[config.mk]
export PLATFORM = sky130hd
export DESIGN_NAME = thermistor_average_to_fahrenheit_top
export DESIGN_NICKNAME = d
export VERILOG_FILES = /design/src/hw/rtl/taf_pkg.sv /design/src/hw/rtl/thermistor_average_to_fahrenheit_top.sv
export SDC_FILE = /design/constraint.sdc
export NUM_CORES = 1
export LEC_CHECK = 0
export BUFFER_PORTS_ARGS = -buffer_cell sky130_fd_sc_hd__buf_2
export CAP_MARGIN = 20
export CORE_MARGIN = 2
export CORE_UTILIZATION = 48
export CTS_CLUSTER_DIAMETER = 40
export DETAILED_ROUTE_END_ITERATION = 8
export MAX_ROUTING_LAYER = met4
export PLACE_DENSITY = 0.64
export SLEW_MARGIN = 30
export SYNTH_ARGS = -nofsm -noshare
export SYNTH_HDL_FRONTEND = slang
export SYNTH_SLANG_ARGS = --single-unit
[constraint.sdc]
create_clock -name clk -period 13.9 [get_ports clk]
set_input_delay 4.17 -clock clk [delete_from_list [all_inputs] [get_ports clk]]
set_output_delay 4.17 -clock clk [all_outputs]
set_load 0.05 [all_outputs]
[src/hw/rtl/taf_pkg.sv]
// Shared constants and the log2 mantissa table for the thermistor
// averaging and Fahrenheit conversion block. No dependencies.
package taf_pkg;

  localparam int DEPTH_DEF      = 8;
  localparam int SAMPLE_W       = 10;
  localparam int OHMS_W         = 17;
  localparam int TEMP_W         = 14;
  localparam int FRAC_BITS      = 16;
  localparam int SERIES_RESET   = 10180;
  localparam int TEMP_MIN       = -2048;
  localparam int TEMP_MAX       = 8191;
  localparam int TEMP_OFFSET_Q4 = 8320;
  localparam int TEMP_SLOPE_Q4  = 532;

  // log2(1 + i/16) in Q12 for i = 0 .. 16.
  function automatic logic [12:0] log2_frac(input logic [4:0] idx);
    logic [12:0] v;
    begin
      unique case (idx)
        5'd0:    v = 13'd0;
        5'd1:    v = 13'd358;
        5'd2:    v = 13'd696;
        5'd3:    v = 13'd1016;
        5'd4:    v = 13'd1319;
        5'd5:    v = 13'd1607;
        5'd6:    v = 13'd1882;
        5'd7:    v = 13'd2145;
        5'd8:    v = 13'd2396;
        5'd9:    v = 13'd2637;
        5'd10:   v = 13'd2869;
        5'd11:   v = 13'd3092;
        5'd12:   v = 13'd3307;
        5'd13:   v = 13'd3514;
        5'd14:   v = 13'd3715;
        5'd15:   v = 13'd3908;
        5'd16:   v = 13'd4096;
        default: v = 13'd0;
      endcase
      return v;
    end
  endfunction

endpackage

[src/hw/rtl/thermistor_average_to_fahrenheit_top.sv]
// Top level of the thermistor averaging and Fahrenheit conversion block.
// Depends on taf_pkg.
//
// Each input word carries one 10-bit divider reading; the block keeps a moving
// sum over DEPTH samples, divides to get the thermistor resistance in Q16, takes
// log2 and returns the temperature in sixteenths of a degree F, saturated to
// -2048 .. 8191, with a no_reading flag when the sum is zero. One word is in
// flight at a time. The bit-serial restoring divider takes one quotient bit a
// cycle and the one-bit normalizing shifter then walks to the leading one. A
// zero sum skips the divider, the shifter and the log and goes straight to the
// output.
module thermistor_average_to_fahrenheit_top
  import taf_pkg::*;
#(
  parameter int DEPTH = DEPTH_DEF
) (
  input  logic        clk,
  input  logic        rst_n,
  input  logic        cfg_tvalid,
  output logic        cfg_tready,
  input  logic [23:0] cfg_tdata,   // [16:0] series_ohms
  input  logic        in_tvalid,
  output logic        in_tready,
  input  logic [15:0] in_tdata,    // [9:0] adc_sample
  output logic        out_tvalid,
  input  logic        out_tready,
  output logic [15:0] out_tdata,   // [13:0] temp_f_q4
  output logic        out_tuser    // [0] no_reading
);

  localparam int AW = $clog2(DEPTH);
  localparam int SW = SAMPLE_W + AW;
  localparam int DW = SW + 1;
  localparam int MW = OHMS_W + SW;
  localparam int NW = MW + FRAC_BITS;
  localparam int CW = $clog2(NW);
  localparam int PW = $clog2(NW);
  localparam int LW = PW + 1 + 12;
  localparam int TW = LW + 16;
  localparam logic [DW-1:0] FULL_SCALE = DW'(1024 * DEPTH);
  localparam logic signed [TW-1:0] T_BIAS = TW'(TEMP_OFFSET_Q4 * 4096 + 2048);
  localparam logic signed [TW-1:0] T_SLOPE = TW'(TEMP_SLOPE_Q4);
  localparam logic signed [TW-1:0] T_HI = TW'(TEMP_MAX);
  localparam logic signed [TW-1:0] T_LO = TW'(TEMP_MIN);

  typedef enum logic [7:0] {
    S_IDLE = 8'b0000_0001,
    S_SUM  = 8'b0000_0010,
    S_MUL  = 8'b0000_0100,
    S_DIV  = 8'b0000_1000,
    S_NORM = 8'b0001_0000,
    S_LOG  = 8'b0010_0000,
    S_TEMP = 8'b0100_0000,
    S_DONE = 8'b1000_0000
  } state_t;

  state_t state_r, state_nxt;

  logic [OHMS_W-1:0]   series_r;
  logic [SAMPLE_W-1:0] ring_mem [DEPTH];
  logic [DEPTH-1:0]    ring_vld_r;
  logic [SAMPLE_W-1:0] rd_r;
  logic                rd_ok_r;
  logic [SAMPLE_W-1:0] sample_r;
  logic [AW-1:0]       slot_r;
  logic [SW-1:0]       sum_r, sum_nxt;
  logic [DW-1:0]       den_r;
  logic [DW-1:0]       rem_r, rem_nxt;
  logic [NW-1:0]       quo_r, quo_nxt;
  logic [CW-1:0]       cnt_r;
  logic [PW-1:0]       pos_r;
  logic signed [LW-1:0] l_r;
  logic [TEMP_W-1:0]   res_temp_r;
  logic                res_nr_r;
  logic                out_tvalid_r;
  logic [TEMP_W-1:0]   out_temp_r;
  logic                out_nr_r;

  logic                in_acc;
  logic                ring_we;
  logic [MW-1:0]       num_w;
  logic [DW:0]         trial_w;
  logic                ge_w;
  logic [3:0]          idx_w;
  logic [7:0]          mrem_w;
  logic [12:0]         lo_w, hi_w, diff_w;
  logic [16:0]         iprod_w;
  logic [12:0]         frac_w;
  logic signed [PW:0]  exp_w;
  logic signed [LW-1:0] l_nxt;
  logic signed [TW-1:0] t_w, tq_w, tc_w;
  logic [SAMPLE_W-1:0] old_w;

  assign cfg_tready = 1'b1;
  assign in_tready  = (state_r == S_IDLE);
  assign in_acc     = in_tvalid && in_tready;
  assign ring_we    = (state_r == S_SUM);

  assign out_tvalid = out_tvalid_r;
  assign out_tdata  = {{(16 - TEMP_W){1'b0}}, out_temp_r};
  assign out_tuser  = out_nr_r;

  assign old_w   = rd_ok_r ? rd_r : '0;
  assign sum_nxt = sum_r - SW'(old_w) + SW'(sample_r);
  assign num_w   = {{SW{1'b0}}, series_r} * {{OHMS_W{1'b0}}, sum_r};

  assign trial_w = {rem_r, quo_r[NW-1]};
  assign ge_w    = (trial_w >= {1'b0, den_r});
  assign rem_nxt = ge_w ? DW'(trial_w - {1'b0, den_r}) : trial_w[DW-1:0];
  assign quo_nxt = {quo_r[NW-2:0], ge_w};

  assign idx_w   = quo_r[NW-2 -: 4];
  assign mrem_w  = quo_r[NW-6 -: 8];
  assign lo_w    = log2_frac({1'b0, idx_w});
  assign hi_w    = log2_frac(5'({1'b0, idx_w}) + 5'd1);
  assign diff_w  = hi_w - lo_w;
  assign iprod_w = diff_w[8:0] * {1'b0, mrem_w};
  assign frac_w  = lo_w + {4'b0, iprod_w[16:8]};
  assign exp_w   = $signed({1'b0, pos_r}) - (PW + 1)'(16);
  assign l_nxt   = $signed({exp_w, 12'b0}) + $signed({{(LW - 13){1'b0}}, frac_w});

  assign t_w  = T_BIAS - TW'(l_r) * T_SLOPE;
  assign tq_w = t_w >>> 12;
  always_comb begin
    priority if (tq_w > T_HI) begin
      tc_w = T_HI;
    end else if (tq_w < T_LO) begin
      tc_w = T_LO;
    end else begin
      tc_w = tq_w;
    end
  end

  always_comb begin
    state_nxt = state_r;
    unique case (state_r)
      S_IDLE: if (in_acc) state_nxt = S_SUM;
      S_SUM:  state_nxt = S_MUL;
      S_MUL:  state_nxt = (sum_r == '0) ? S_DONE : S_DIV;
      S_DIV:  if (cnt_r == '0) state_nxt = S_NORM;
      S_NORM: begin
        if (quo_r == '0) begin
          state_nxt = S_DONE;
        end else if (quo_r[NW-1]) begin
          state_nxt = S_LOG;
        end
      end
      S_LOG:  state_nxt = S_TEMP;
      S_TEMP: state_nxt = S_DONE;
      S_DONE: if (!out_tvalid_r || out_tready) state_nxt = S_IDLE;
      default: state_nxt = S_IDLE;
    endcase
  end

  always_ff @(posedge clk) begin
    if (ring_we) begin
      ring_mem[slot_r] <= sample_r;
    end
    if (in_acc) begin
      rd_r <= ring_mem[slot_r];
    end
  end

  always_ff @(posedge clk) begin
    if (!rst_n) begin
      state_r      <= S_IDLE;
      series_r     <= OHMS_W'(SERIES_RESET);
      ring_vld_r   <= '0;
      slot_r       <= '0;
      sum_r        <= '0;
      out_tvalid_r <= 1'b0;
    end else begin
      state_r <= state_nxt;
      if (cfg_tvalid && cfg_tready) begin
        series_r <= cfg_tdata[OHMS_W-1:0];
      end
      if (ring_we) begin
        ring_vld_r[slot_r] <= 1'b1;
        sum_r              <= sum_nxt;
        slot_r             <= (slot_r == AW'(DEPTH - 1)) ? '0 : slot_r + AW'(1);
      end
      if (state_r == S_DONE && (!out_tvalid_r || out_tready)) begin
        out_tvalid_r <= 1'b1;
      end else if (out_tready) begin
        out_tvalid_r <= 1'b0;
      end
    end
  end

  always_ff @(posedge clk) begin
    if (in_acc) begin
      sample_r <= in_tdata[SAMPLE_W-1:0];
      rd_ok_r  <= ring_vld_r[slot_r];
    end
    unique case (state_r)
      S_MUL: begin
        quo_r      <= {num_w, {FRAC_BITS{1'b0}}};
        den_r      <= FULL_SCALE - {1'b0, sum_r};
        rem_r      <= '0;
        cnt_r      <= CW'(NW - 1);
        pos_r      <= PW'(NW - 1);
        res_temp_r <= TEMP_W'(TEMP_MAX);
        res_nr_r   <= 1'b1;
      end
      S_DIV: begin
        quo_r    <= quo_nxt;
        rem_r    <= rem_nxt;
        cnt_r    <= cnt_r - CW'(1);
        res_nr_r <= 1'b0;
      end
      S_NORM: begin
        if (!quo_r[NW-1]) begin
          quo_r <= {quo_r[NW-2:0], 1'b0};
          pos_r <= pos_r - PW'(1);
        end
      end
      S_LOG: l_r <= l_nxt;
      S_TEMP: res_temp_r <= tc_w[TEMP_W-1:0];
      S_DONE: begin
        if (!out_tvalid_r || out_tready) begin
          out_temp_r <= res_temp_r;
          out_nr_r   <= res_nr_r;
        end
      end
      default: ;
    endcase
  end

endmodule

==> impl_metrics.env, run 1 <==
export IMPL_cts_resized=0
export IMPL_critPathCaptureType="flip-flop"
export IMPL_startpoint_type="flip-flop"
export IMPL_hold_buffers=0
export IMPL_drtIter0Drc=841
export IMPL_ys_ff_latch=298
export IMPL_cp_common_cell="ha_1"
export IMPL_worstSetupPathType="flip-flop to flip-flop"
export IMPL_maxCapViolations=0
export IMPL_syn_area_per_cell_sq_um=10.1
export IMPL_period_needed_ps=10130
export IMPL_n_antenna_cell=0
export IMPL_slowest_stage="edfxtp_1"
export IMPL_cts_setup_buffers=0
export IMPL_final_cells=3351
export IMPL_viasPerCell=5.38
export IMPL_h_tree_depth=2
export IMPL_dr_pass1_iters=7
export IMPL_synth_top_area_share_pct=26.9
export IMPL_die_area_sq_um=56700
export IMPL_post_place_ws_ps=3750
export IMPL_hp_class="flip-flop to flip-flop"
export IMPL_tightest_slew_ps=1010
export IMPL_grt_overflow_total=0
export IMPL_antenna_left=0
export IMPL_ctsRootBufferMaster="clkbuf_16"
export IMPL_fin_worst_skew_ps=44.5
export IMPL_grt_max_degree=52
export IMPL_required_ps=14220
export IMPL_max_freq_ghz=0.0988
export IMPL_synth_edf_count=236
export IMPL_yosysTopAreaCell="edfxtp_1"
export IMPL_hold_viol=0
export IMPL_routed_wirelength_um=55600
export IMPL_cts_num_sinks=298
export IMPL_drt_wirelength_per_cell_um=16.6
export IMPL_ys_top_cells_by_count="inv_1, nand2_1, ha_1"
export IMPL_synth_ff_type="edfxtp_1"
export IMPL_cts_made_buffers=47
export IMPL_synth_most_common_cell="inv_1"
export IMPL_hpwl_um=41800
export IMPL_crit_path_max_fanout=21
export IMPL_core_area_sq_um=54000
export IMPL_holdWs_ps=415
export IMPL_io_pins=65
export IMPL_report_final_slew_viol_count=0
export IMPL_groute_usage_overall_pct=21.2
export IMPL_critical_path_arrival_ps=10450
export IMPL_synth_cell_type_count=97
export IMPL_placementRows=85
export IMPL_via_count=18000
export IMPL_synthesis_area_sq_um=26300
export IMPL_status="complete, no violations"
export IMPL_ys_warn_count=0
export IMPL_cts_tree="yes"
export IMPL_area_growth_pct=9.69
export IMPL_final_setup_tns_ps=0
export IMPL_drc_errors=0
export IMPL_setup_viol=0
export IMPL_die_x_um=238
export IMPL_ys_seq_area_share_pct=31.7
export IMPL_fp_dieH_um=238
export IMPL_globalplace_congestion=0.855
export IMPL_critPathMaxStageDelay_ps=800
export IMPL_grt_pass1_vias=19100
export IMPL_slew_headroom_pct=32.8
export IMPL_grt_pass1_wl_um=95200
export IMPL_fillers=4772
export IMPL_dp_cells=3263
export IMPL_cellPowerDensity_nw_per_um2=265
export IMPL_initial_core_util_pct=48.7
export IMPL_clk_pin_slew_ps=60
export IMPL_io_buffers=48
export IMPL_postSynthCellCount=2602
export IMPL_setup_slack_ps=3770
export IMPL_finalNetCount=3153
export IMPL_yosys_top_cells_area="edfxtp_1, fa_1, ha_1"
export IMPL_layout_worst_path_cycle_share_pct=72.8
export IMPL_max_vdd_ir_drop_uv=674
export IMPL_drive_gt1_share_pct=8.36
export IMPL_async_reset_ff_share_pct=0
export IMPL_clock_latency_ps=600
export IMPL_cellLeakagePower_nw=13.1
export IMPL_rsz0062_at_grt="no"
export IMPL_antenna_found_initial=0
export IMPL_clk_path_buf_depth=3
-- through the flow --
step / total power [W] / area (sq um) / utilization [%]
after floorplan: 0.00557 / 26300 / -
after global placement: 0.00640 / 27200 / 50.3
after detailed placement: 0.00654 / 27200 / 50.3
after CTS: 0.00777 / 28900 / 53.4
after global routing: 0.00860 / 28900 / 53.4
final: 0.00766 / 28900 / 53.4
-- sequential cells by signal, indices dropped and copies added, names as in the netlist, 8 cells and up --
name,cells
l_r,19
quo_r,46
rd_r,10
res_temp_r,14
series_r,17
sample_r,10
sum_r,13
ring_vld_r,8
lo_w,12
rem_r,14
den_r,14
out_temp_r,14
state_r,8
ring_mem,80
-- cell usage in the layout (no fill, tap or decap), types with 11 or more instances in the layout --
master | Yosys | routed
inv_1 | 385 | 385
nand2_1 | 273 | 272
ha_1 | 258 | 258
edfxtp_1 | 236 | 236
fa_1 | 234 | 234
and2_1 | 143 | 143
nor2_1 | 126 | 126
a21oi_1 | 81 | 81
xnor2_1 | 75 | 75
o21ai_0 | 67 | 67
dfxtp_1 | 62 | 62
mux2i_1 | 48 | 48
buf_2 | 9 | 48
clkbuf_16 | 0 | 47
nor3_1 | 45 | 44
nor2b_1 | 40 | 40
xor2_1 | 36 | 36
nand3_1 | 34 | 34
a21o_1 | 29 | 29
buf_4 | 4 | 24
nand2b_1 | 19 | 19
o21a_1 | 18 | 18
a211oi_1 | 17 | 17
a31oi_1 | 15 | 15
nor4_1 | 16 | 15
mux2_2 | 14 | 14
o21bai_1 | 14 | 14
a22o_1 | 14 | 14
nand3b_1 | 13 | 13
o21ai_1 | 14 | 13
nand4_1 | 11 | 11
-- per-layer routing --
| metal | global-route usage [%] | up-vias | share of wire, % |
|---|---|---|---|
| li1 | - | 8735 | - |
| met5 | - | - | 0 |
| met1 | 26.4 | 8783 | 44 |
| met3 | 3.08 | 104 | 4.6 |
| met2 | 35.9 | 391 | 49 |
| met4 | 6.63 | 0 | 2.7 |
-- power breakdown --
part | leakage [nW] | internal [W] | switching, W
Sequential | 2.66 | 0.00133 | 0.000100
Combinational | 9.61 | 0.00229 | 0.00276
Clock | 0.799 | 0.000681 | 0.000499
-- final cells by class --
type                            count  area (sq um)  share of cell area [%]
Timing Repair Buffer               72           420                    1.46
Multi-Input combinational cell   1810         16100                    55.8
Tap cell                          696           871                    3.02
Inverter                          387          1450                    5.03
Sequential cell                   298          8330                    28.9
Clock inverter                     41           493                    1.71
Clock buffer                       47          1180                    4.08
-- final timing paths --
check	from	end	slack (ps)	cells after the start
worst max-delay path	quo_r[41]	l_r[18]	3770	36
worst min-delay path	res_temp_r[1]	out_temp_r[1]	410	0
worst max register to register	quo_r[41]	l_r[18]	3770	36
worst min register to register	res_temp_r[1]	out_temp_r[1]	410	0
-- cells by family (layout without fill, tap and decap cells) --
logic type / Yosys count / count (layout) / share of synthesized area (%)
mux: 73 / 73 / 3.33
xor+xnor: 113 / 113 / 3.82
simple gates: 773 / 773 / 14.7
fa+ha+maj: 492 / 492 / 30.1
flops: 298 / 298 / 31.7
buf+inv: 495 / 547 / 7.20
other cells: 2 / 3 / 0.0286
compound gates: 356 / 356 / 9.20
-- worst max-delay path: cells and delay by family, from the launching register on --
kind / cells / cell delay, ps
AOI/OAI and AO/OA: 11 / 3030
xor gates and xnor gates: 3 / 610
adders and majority gates: 10 / 3950
buffers and inverters: 2 / 90
DFF: 1 / 800
muxes: 1 / 180
and+or+nand+nor: 9 / 1200
No activity file was read; power rests on OpenSTA's default activity.
==> inputs of run 2 (changes only) <==
Settings changed: ABC_AREA from default to 1, PLACE_DENSITY 0.64 to 0.66.
Clock period 13.9 ns to 8.3 ns, I/O delays scaled along.
==> impl_metrics.env, run 2 <==
export IMPL_ctsRootBufferMaster="clkbuf_16"
export IMPL_via_count=20100
export IMPL_drt_wirelength_per_cell_um=15.3
export IMPL_top_layer="met4"
export IMPL_post_place_ws_ps=-274
export IMPL_drc_errors=0
export IMPL_synthesis_area_sq_um=26400
export IMPL_hold_viol=0
export IMPL_synth_most_common_cell="inv_1"
export IMPL_io_buffers=48
export IMPL_groute_usage_overall_pct=22.0
export IMPL_report_final_slew_viol_count=0
export IMPL_async_reset_ff_share_pct=0
export IMPL_slew_headroom_pct=27.9
export IMPL_cts_tree="yes"
export IMPL_maxCapViolations=0
export IMPL_synth_top_family_by_area="adder cells"
export IMPL_clock_latency_ps=590
export IMPL_synth_simple_area_share_pct=16.7
export IMPL_n_antenna_cell=0
export IMPL_largest_reg_flops=80
export IMPL_dr_wl_met2_um=28900
export IMPL_cts_made_buffers=50
export IMPL_critPathMaxStageDelay_ps=520
export IMPL_crit_path_max_fanout=5
export IMPL_placed_area_sq_um=27900
export IMPL_synthAdderAreaFrac_pct=29.9
export IMPL_setup_slack_ps=237
export IMPL_regMostFlops="ring_mem"
export IMPL_max_freq_ghz=0.124
export IMPL_layout_worst_path_cycle_share_pct=97.1
export IMPL_grt_max_degree=52
export IMPL_synth_ff_type="edfxtp_1"
export IMPL_h_tree_depth=2
export IMPL_required_ps=8610
export IMPL_worstSetupPathType="flip-flop to flip-flop"
export IMPL_grt_pass1_wl_um=99400
export IMPL_grt_pass1_vias=20600
export IMPL_ys_warn_count=0
export IMPL_setup_viol=0
export IMPL_detailroute_wirelength_met3_um=2640
export IMPL_fp_dieH_um=239
export IMPL_antenna_found_initial=0
export IMPL_globalplace_congestion=0.885
export IMPL_hold_buffers=0
export IMPL_status="complete, no violations"
export IMPL_critical_path_arrival_ps=8370
export IMPL_hpwl_um=45000
export IMPL_finalNetCount=3669
export IMPL_postSynthCellCount=3027
export IMPL_rsz0062_at_grt="yes"
export IMPL_yosys_top_cells_area="edfxtp_1, fa_1, ha_1"
export IMPL_io_pins=65
export IMPL_grt_overflow_total=0
export IMPL_placementRows=86
export IMPL_die_area_sq_um=57000
export IMPL_core_area_sq_um=54800
export IMPL_synthMuxAreaShare_pct=0
export IMPL_tightest_slew_ps=1080
export IMPL_fin_worst_skew_ps=26.3
export IMPL_clk_pin_slew_ps=50
export IMPL_synth_top_area_share_pct=26.8
export IMPL_top_regs="ring_mem x80, quo_r x46, l_r x19"
export IMPL_routed_wirelength_um=59500
export IMPL_synth_cell_type_count=59
export IMPL_syn_area_per_cell_sq_um=8.73
export IMPL_area_growth_pct=13.4
export IMPL_slowest_stage="fa_1"
export IMPL_yosysTopAreaCell="edfxtp_1"
export IMPL_critPathCaptureType="flip-flop"
export IMPL_cellPowerDensity_nw_per_um2=453
export IMPL_drive_gt1_share_pct=11.4
export IMPL_synth_edf_count=236
export IMPL_most_common_layout_cells="inv_1, nand2_1, ha_1"
export IMPL_viasPerCell=5.17
export IMPL_final_setup_tns_ps=0
export IMPL_layout_commonest_cell="inv_1"
export IMPL_period_needed_ps=8060
export IMPL_ys_top_cells_by_count="inv_1, nand2_1, ha_1"
export IMPL_wl_met1_um=26600
export IMPL_clk_path_buf_depth=3
export IMPL_final_cells=3877
export IMPL_hp_class="flip-flop to flip-flop"
export IMPL_die_x_um=239
export IMPL_dr_pass1_iters=7
export IMPL_dp_cells=3773
export IMPL_cellLeakagePower_nw=15.0
export IMPL_max_vdd_ir_drop_uv=898
export IMPL_drtIter0Drc=1023
export IMPL_path_buf_inv=9
export IMPL_antenna_left=0
export IMPL_ys_ff_latch=298
export IMPL_initial_core_util_pct=48.3
export IMPL_startpoint_type="flip-flop"
export IMPL_cts_num_sinks=298
export IMPL_path_delay_family="adder cells"
export IMPL_ys_seq_area_share_pct=31.5
export IMPL_holdWs_ps=414
export IMPL_synth_compound_area_share_pct=7.90
export IMPL_postLayoutCellArea_sq_um=30000
export IMPL_synthXorXnorAreaFrac_pct=3.04
==> run 2: changes by cell type after synthesis, sizes merged, moves of 49 or more <==
cell   previous run  this run
a21oi            83       143
and2            143         4
inv             387       667
mux2i            49         0
nand2           274       593
nand3            35       102
nor2            127       223
==> run 2: per-layer routing <==
metal / up-vias / GRT usage [%]
met1: 9687 / 28.1
met5: - / -
met2: 428 / 36.9
met3: 111 / 2.61
li1: 9837 / -
met4: 0 / 6.31
==> run 2: power by group <==
group	total [W]	switching, W	internal (W)	leakage (nW)
Combinational	0.00926	0.00488	0.00438	11.5
Sequential	0.00231	0.000196	0.00211	2.65
Clock	0.00201	0.000782	0.00123	0.802
==> run 2: timing repair <==
| item | CTS | global route |
|---|---|---|
| resized for setup | 14 | 62 |
| endpoints found under the setup margin | 6 | 12 |
| gates cloned | 0 | 1 |
| setup buffers | 2 | 7 |
| pin swaps | 5 | 46 |
| hold endpoints to repair | 0 | 0 |
==> run 2: logic make-up after synthesis <==
| family | count (synthesis) |
|---|---|
| xor gates and xnor gates | 91 |
| other | 2 |
| and+or+nand+nor | 1024 |
| AOI/OAI and AO/OA | 361 |
| buffers and inverters | 759 |
| adders and majority gates | 492 |
| DFF | 298 |
==> run 2: path summary, 6_finish.rpt <==
check / end / cells past startpoint / start / slack (ps)
setup / recovery: l_r[17] / 45 / quo_r[42] / 240
setup reg to reg: l_r[17] / 45 / quo_r[42] / 240
hold reg to reg: out_temp_r[13] / 0 / res_temp_r[13] / 410
hold / removal: out_temp_r[13] / 0 / res_temp_r[13] / 410
==> run 2: final cells by class <==
| cell class | instances | area (sq um) |
|---|---|---|
| clock buffer | 57 | 1320 |
| clock inverter | 36 | 349 |
| fill | 4943 | 24800 |
| inverter | 674 | 2530 |
| multi-input combinational | 1971 | 15700 |
| sequential | 298 | 8330 |
| tap | 704 | 881 |
| timing repair buffer | 137 | 917 |
==> run 2: per-stage QoR <==
stage	utilization (%)	total power, W
2_1_floorplan	-	0.00769
3_3_place_gp	51.0	0.0103
3_5_place_dp	51.0	0.0105
4_1_cts	54.2	0.0127
5_1_grt	54.7	0.0149
6_report	54.7	0.0136
